File: config.mk
export PLATFORM = sky130hd
export DESIGN_NAME = bftm_ram
export DESIGN_NICKNAME = d
export VERILOG_FILES = /design/src/sv/bftm_ram.sv
export SDC_FILE = /design/constraint.sdc
export NUM_CORES = 2
export LEC_CHECK = 0
export BUFFER_PORTS_ARGS = -buffer_cell sky130_fd_sc_hd__buf_4
export CORE_MARGIN = 4
export CORE_UTILIZATION = 55
export CTS_CLUSTER_DIAMETER = 150
export DETAILED_ROUTE_END_ITERATION = 7
export HOLD_SLACK_MARGIN = 0.06
export PLACE_DENSITY = 0.68
export SLEW_MARGIN = 5
export SYNTH_ARGS = -nofsm -noshare
export SYNTH_HDL_FRONTEND = slang
export SYNTH_SLANG_ARGS = --single-unit
File: constraint.sdc
create_clock -name clk_i -period 4.5 [get_ports clk_i]
set_clock_uncertainty 0.05 [all_clocks]
set_input_delay 0.9 -clock clk_i [delete_from_list [all_inputs] [get_ports clk_i]]
set_output_delay 0.9 -clock clk_i [all_outputs]
set_load 0.03 [all_outputs]
File: src/sv/bftm_ram.sv
// Generic simple dual-port RAM with one write port and one registered read port.
`timescale 1ns / 1ps

module bftm_ram #(
  parameter int unsigned WIDTH = 8,
  parameter int unsigned DEPTH = 256,
  localparam int unsigned AW = $clog2(DEPTH)
) (
  input  logic             clk_i,
  input  logic             we_i,
  input  logic [AW-1:0]    waddr_i,
  input  logic [WIDTH-1:0] wdata_i,
  input  logic [AW-1:0]    raddr_i,
  output logic [WIDTH-1:0] rdata_o
);

  logic [WIDTH-1:0] mem_q [DEPTH];

  always_ff @(posedge clk_i) begin
    if (we_i) begin
      mem_q[waddr_i] <= wdata_i;
    end
    rdata_o <= mem_q[raddr_i];
  end

endmodule

* After elaboration in Yosys (flattened, before gate mapping)
Memories as Yosys holds them, arrays and structs flattened. A register that Yosys moved wholly into a read port is not among the register bits. Cells that the tools add are included. W data, S select, Z words.
Storage, ports and cells: output and inout bits 8, RAM bits 2048, input bits 26, memories 1, logic and storage cells 3, bits in registers 0
Memories:
- mem_q | depth 256, bits a word 8, rd ports 1, clocked after memory_dff 1, wr ports 1, line 17 | logic [WIDTH-1:0] mem_q [DEPTH];
Operators by class: multiplexer cells 2
Operators by type and width (count):
- $mux W1 | 2

* Longest topological paths before layout
depth in word-level cells 2, mapped depth 11, mapped depth without buffers 6

* Least setup slack after synthesis
Ideal clock, no wire load.
kind input port to flip-flop, start input port raddr_i[0], end register rdata_o[2] (read register of mem_q), required time 4.319 ns, buffers on the path 4, library setup time 0.131 ns, setup slack 1.612 ns, cell stages on the path 9, data arrival time 2.707 ns, cell sequence buf_6 buf_12 buf_8 buf_2 mux4_2 a22oi_1 a21oi_1 nor4_1 nor4_2
RTL lines:
- from (decl) | line 13 | input logic [AW-1:0] raddr_i,
- to (decl) | line 14 | output logic [WIDTH-1:0] rdata_o

==> run metrics <==
Power Density between 400 and 500 nW/um2; Worst EP required a little over 5 ns; crit path launch raddr_i[1]; WL/cell around 32 um; clock buffer depth 3; RSZ-0062 raised after global routing no; Setup violations, final 0; dpl ws -0.0269 ns; nets@finish about 4000; MaxCap Viol Count 0; initial antenna violation count 6; I/O pins 34; Sw Share 21.2%; post-synthesis cell area slightly below 80000 um2; Post-synth EDFFs 2048; # Post-CTS Setup Buffers 0; Comb pwr share under 10%; P&R area growth vs syn 12.4%; via total after detailed routing between 30000 and 40000; final number of max-transition violations 0; Final HPWL DP around 120000 um; die area ~150000 um2; total power a little under 40000 uW; # rows roughly 140; hold path depth 1; Top FF cell, synth edfxtp_1; Yosys warnings 0; H-tree Lvls 4; hold_buf cts 0; Slew HR between 9 and 10%; setup ws final 0.832 ns; vias per inst 6.49; Post-CTS Resized 0; clock-pin slew on the worst setup and hold paths around 0.06 ns; Worst-Margin Slew 1.34 ns; post-route ant nets 0; Max Fclk ~0.27 GHz; clk_lat worst skew 0.84 ns; final wirelength just under 200000 um; critical path class in2reg; CTS Root Cell clkbuf_16; asr flop ratio synth 0%; Arr. time, crit path between 4 and 5 ns; startpoint types primary input; RD Place Congestion 0.845; die height 388 um; grt total ovfl 0; 1st-iter DRT viols roughly 5100; R2R cell count 5; CP endpoint rdata_o[3]; CP Capture Type register; Power Internal between 30000 and 40000 uW; gr usage total around a quarter; Num CTS Buffers 200; Sw Pwr 8280 uW; post-synthesis register bit count 2056; Mapped Nets ~3800; post-layout min period between 3 and 4 ns; part of the power in registers between 50% and 60%; Yosys top cell by area edfxtp_1; RR Startpoint mem_q[87][4]; Clk pwr share between 40% and 50%; CORE AREA ~140000 um2; pin count of the biggest net entering global routing roughly 160; Synth top area share between 70% and 80%; wire length on met2 slightly above 90000 um; 1st-pass router iterations 6; post-synth cell types 55; metal1 wirelength ~76000 um; register area share after synthesis between 70% and 80%; clk sinks about 2000; leakage power between 0.02 and 0.03 uW; flop2flop setup slack between 1 and 1.5 ns; Hold Vio Cnt, Final 0; initial core utilization 55.4%; CP max FO 66; Mean Syn Cell Area 21.3 um2; Gate Count Post-Synth roughly 3700; DRC errors left 0; I/O Buffers 33; status finished clean; Synth area leaders edfxtp_1 77%, mux4_2 13%, mux2i_1 1.7%, nor2_1 1.3%, a22oi_1 1.3%; RR Endpoint rdata_o[4]; top layer in use met4; first-pass GRT wire length between 200000 and 300000 um; Worst IR Drop VDD 0.385 mV; CTS tree built; share of layout cells above drive strength 1 24.8%; die width 388 um; type of the worst min-delay path in2reg; number of global-route vias before repair between 30000 and 40000; period utilization 81.5%; WL met3 roughly 19000 um
==> sequential cells by signal, summed over array words and instances (netlist names) <==
register	count
mem_q	2048
rdata_o	8
==> worst min-delay path by stage <==
stage	start	to	slack, ns
6_report	wdata_i[4]	mem_q[227][4]	0.50
5_1_grt	wdata_i[4]	mem_q[229][4]	0.48
4_1_cts	wdata_i[4]	mem_q[229][4]	0.45
3_5_place_dp	mem_q[118][7]	rdata_o[7]	0.99
3_3_place_gp	mem_q[116][7]	rdata_o[7]	0.99
2_1_floorplan	mem_q[40][3]	rdata_o[3]	0.72
==> logic make-up after synthesis <==
family,synth area share [%]
and+or+nand+nor,2.63
AOI/OAI and AO/OA,3.42
buffers and inverters,1.83
muxes,14.6
DFF,77.5
==> per-layer routing <==
metal / up-vias / track usage [%]
li1: 16230 / -
met1: 20799 / 37.8
met2: 2059 / 39.9
met3: 319 / 5.13
met4: 0 / 8.29
met5: - / 0
==> area by class of cell <==
class | instances | area (um2)
fill | 9876 | 54300
clock buffer | 268 | 5360
antenna | 2 | 5.00
timing repair buffer | 295 | 2650
multi-input combinational | 1442 | 16500
clock inverter | 102 | 822
sequential | 2056 | 61700
inverter | 2 | 7.51
tap | 1903 | 2380
==> cell usage in the layout (no fill, tap or decap), types with 5 or more instances in the layout <==
cell       instances
edfxtp_1        2048
mux4_2           454
nor2_1           279
buf_4            256
clkbuf_16        201
mux2i_1          134
a22oi_1          133
a21oi_1           96
clkbuf_1          59
clkinv_1          49
o221ai_1          46
nand2_1           33
nand3_1           31
clkinv_2          30
buf_12            29
o22ai_1           28
nor2b_1           28
nor4_1            23
nor3_1            22
a211oi_1          16
a221oi_1          13
clkbuf_8          11
nand4_1           10
o211ai_1          10
o21ai_0           10
bufinv_16          9
nand2b_1           8
a22o_1             8
dfxtp_1            8
buf_8              7
and2_1             6
o22a_1             5
clkinv_8           5
==> critical path: stages <==
cell and delay, ns:
buf_8 0.52, buf_4 0.49, mux4_2 0.37, a22o_1 0.25, a221oi_1 0.43, o32ai_1 0.20, nor3_1 0.92, nor4_1 0.12
==> power by group through the flow <==
| stage | Combinational [uW] | Clock [uW] | Sequential (uW) |
|---|---|---|---|
| final | 1970 | 15900 | 21200 |
| after global routing | 2080 | 16900 | 21100 |
| after global placement | 1950 | 0 | 21600 |
| after floorplan | 1030 | 0 | 21600 |
| after detailed placement | 1970 | 0 | 21600 |
| after CTS | 1980 | 16100 | 21200 |
==> synth_stat cells, types with 31 or more instances <==
cell,number
nand3_1,34
nor2b_1,31
buf_2,31
nand2_1,33
mux4_2,454
edfxtp_1,2048
clkbuf_1,111
mux2i_1,134
a22oi_1,133
a21oi_1,96
nor2_1,282
o221ai_1,46
==> metrics by stage <==
| step | TNS (ns) | utilization (%) | hold slack [ns] | std cells | cell area [um2] |
|---|---|---|---|---|---|
| 3_3_place_gp | -0.0251 | 57.9 | 0.987 | 5698 | 83200 |
| 3_5_place_dp | -0.0299 | 57.9 | 0.994 | 5698 | 83200 |
| 4_1_cts | 0 | 62.2 | 0.451 | 6068 | 89400 |
| 5_1_grt | 0 | 62.2 | 0.482 | 6068 | 89400 |
| 6_report | 0 | 62.2 | 0.501 | 6070 | 89400 |
| 2_1_floorplan | 0 | - | 0.720 | 3733 | 79600 |
Power figures use the tool's default switching activity.
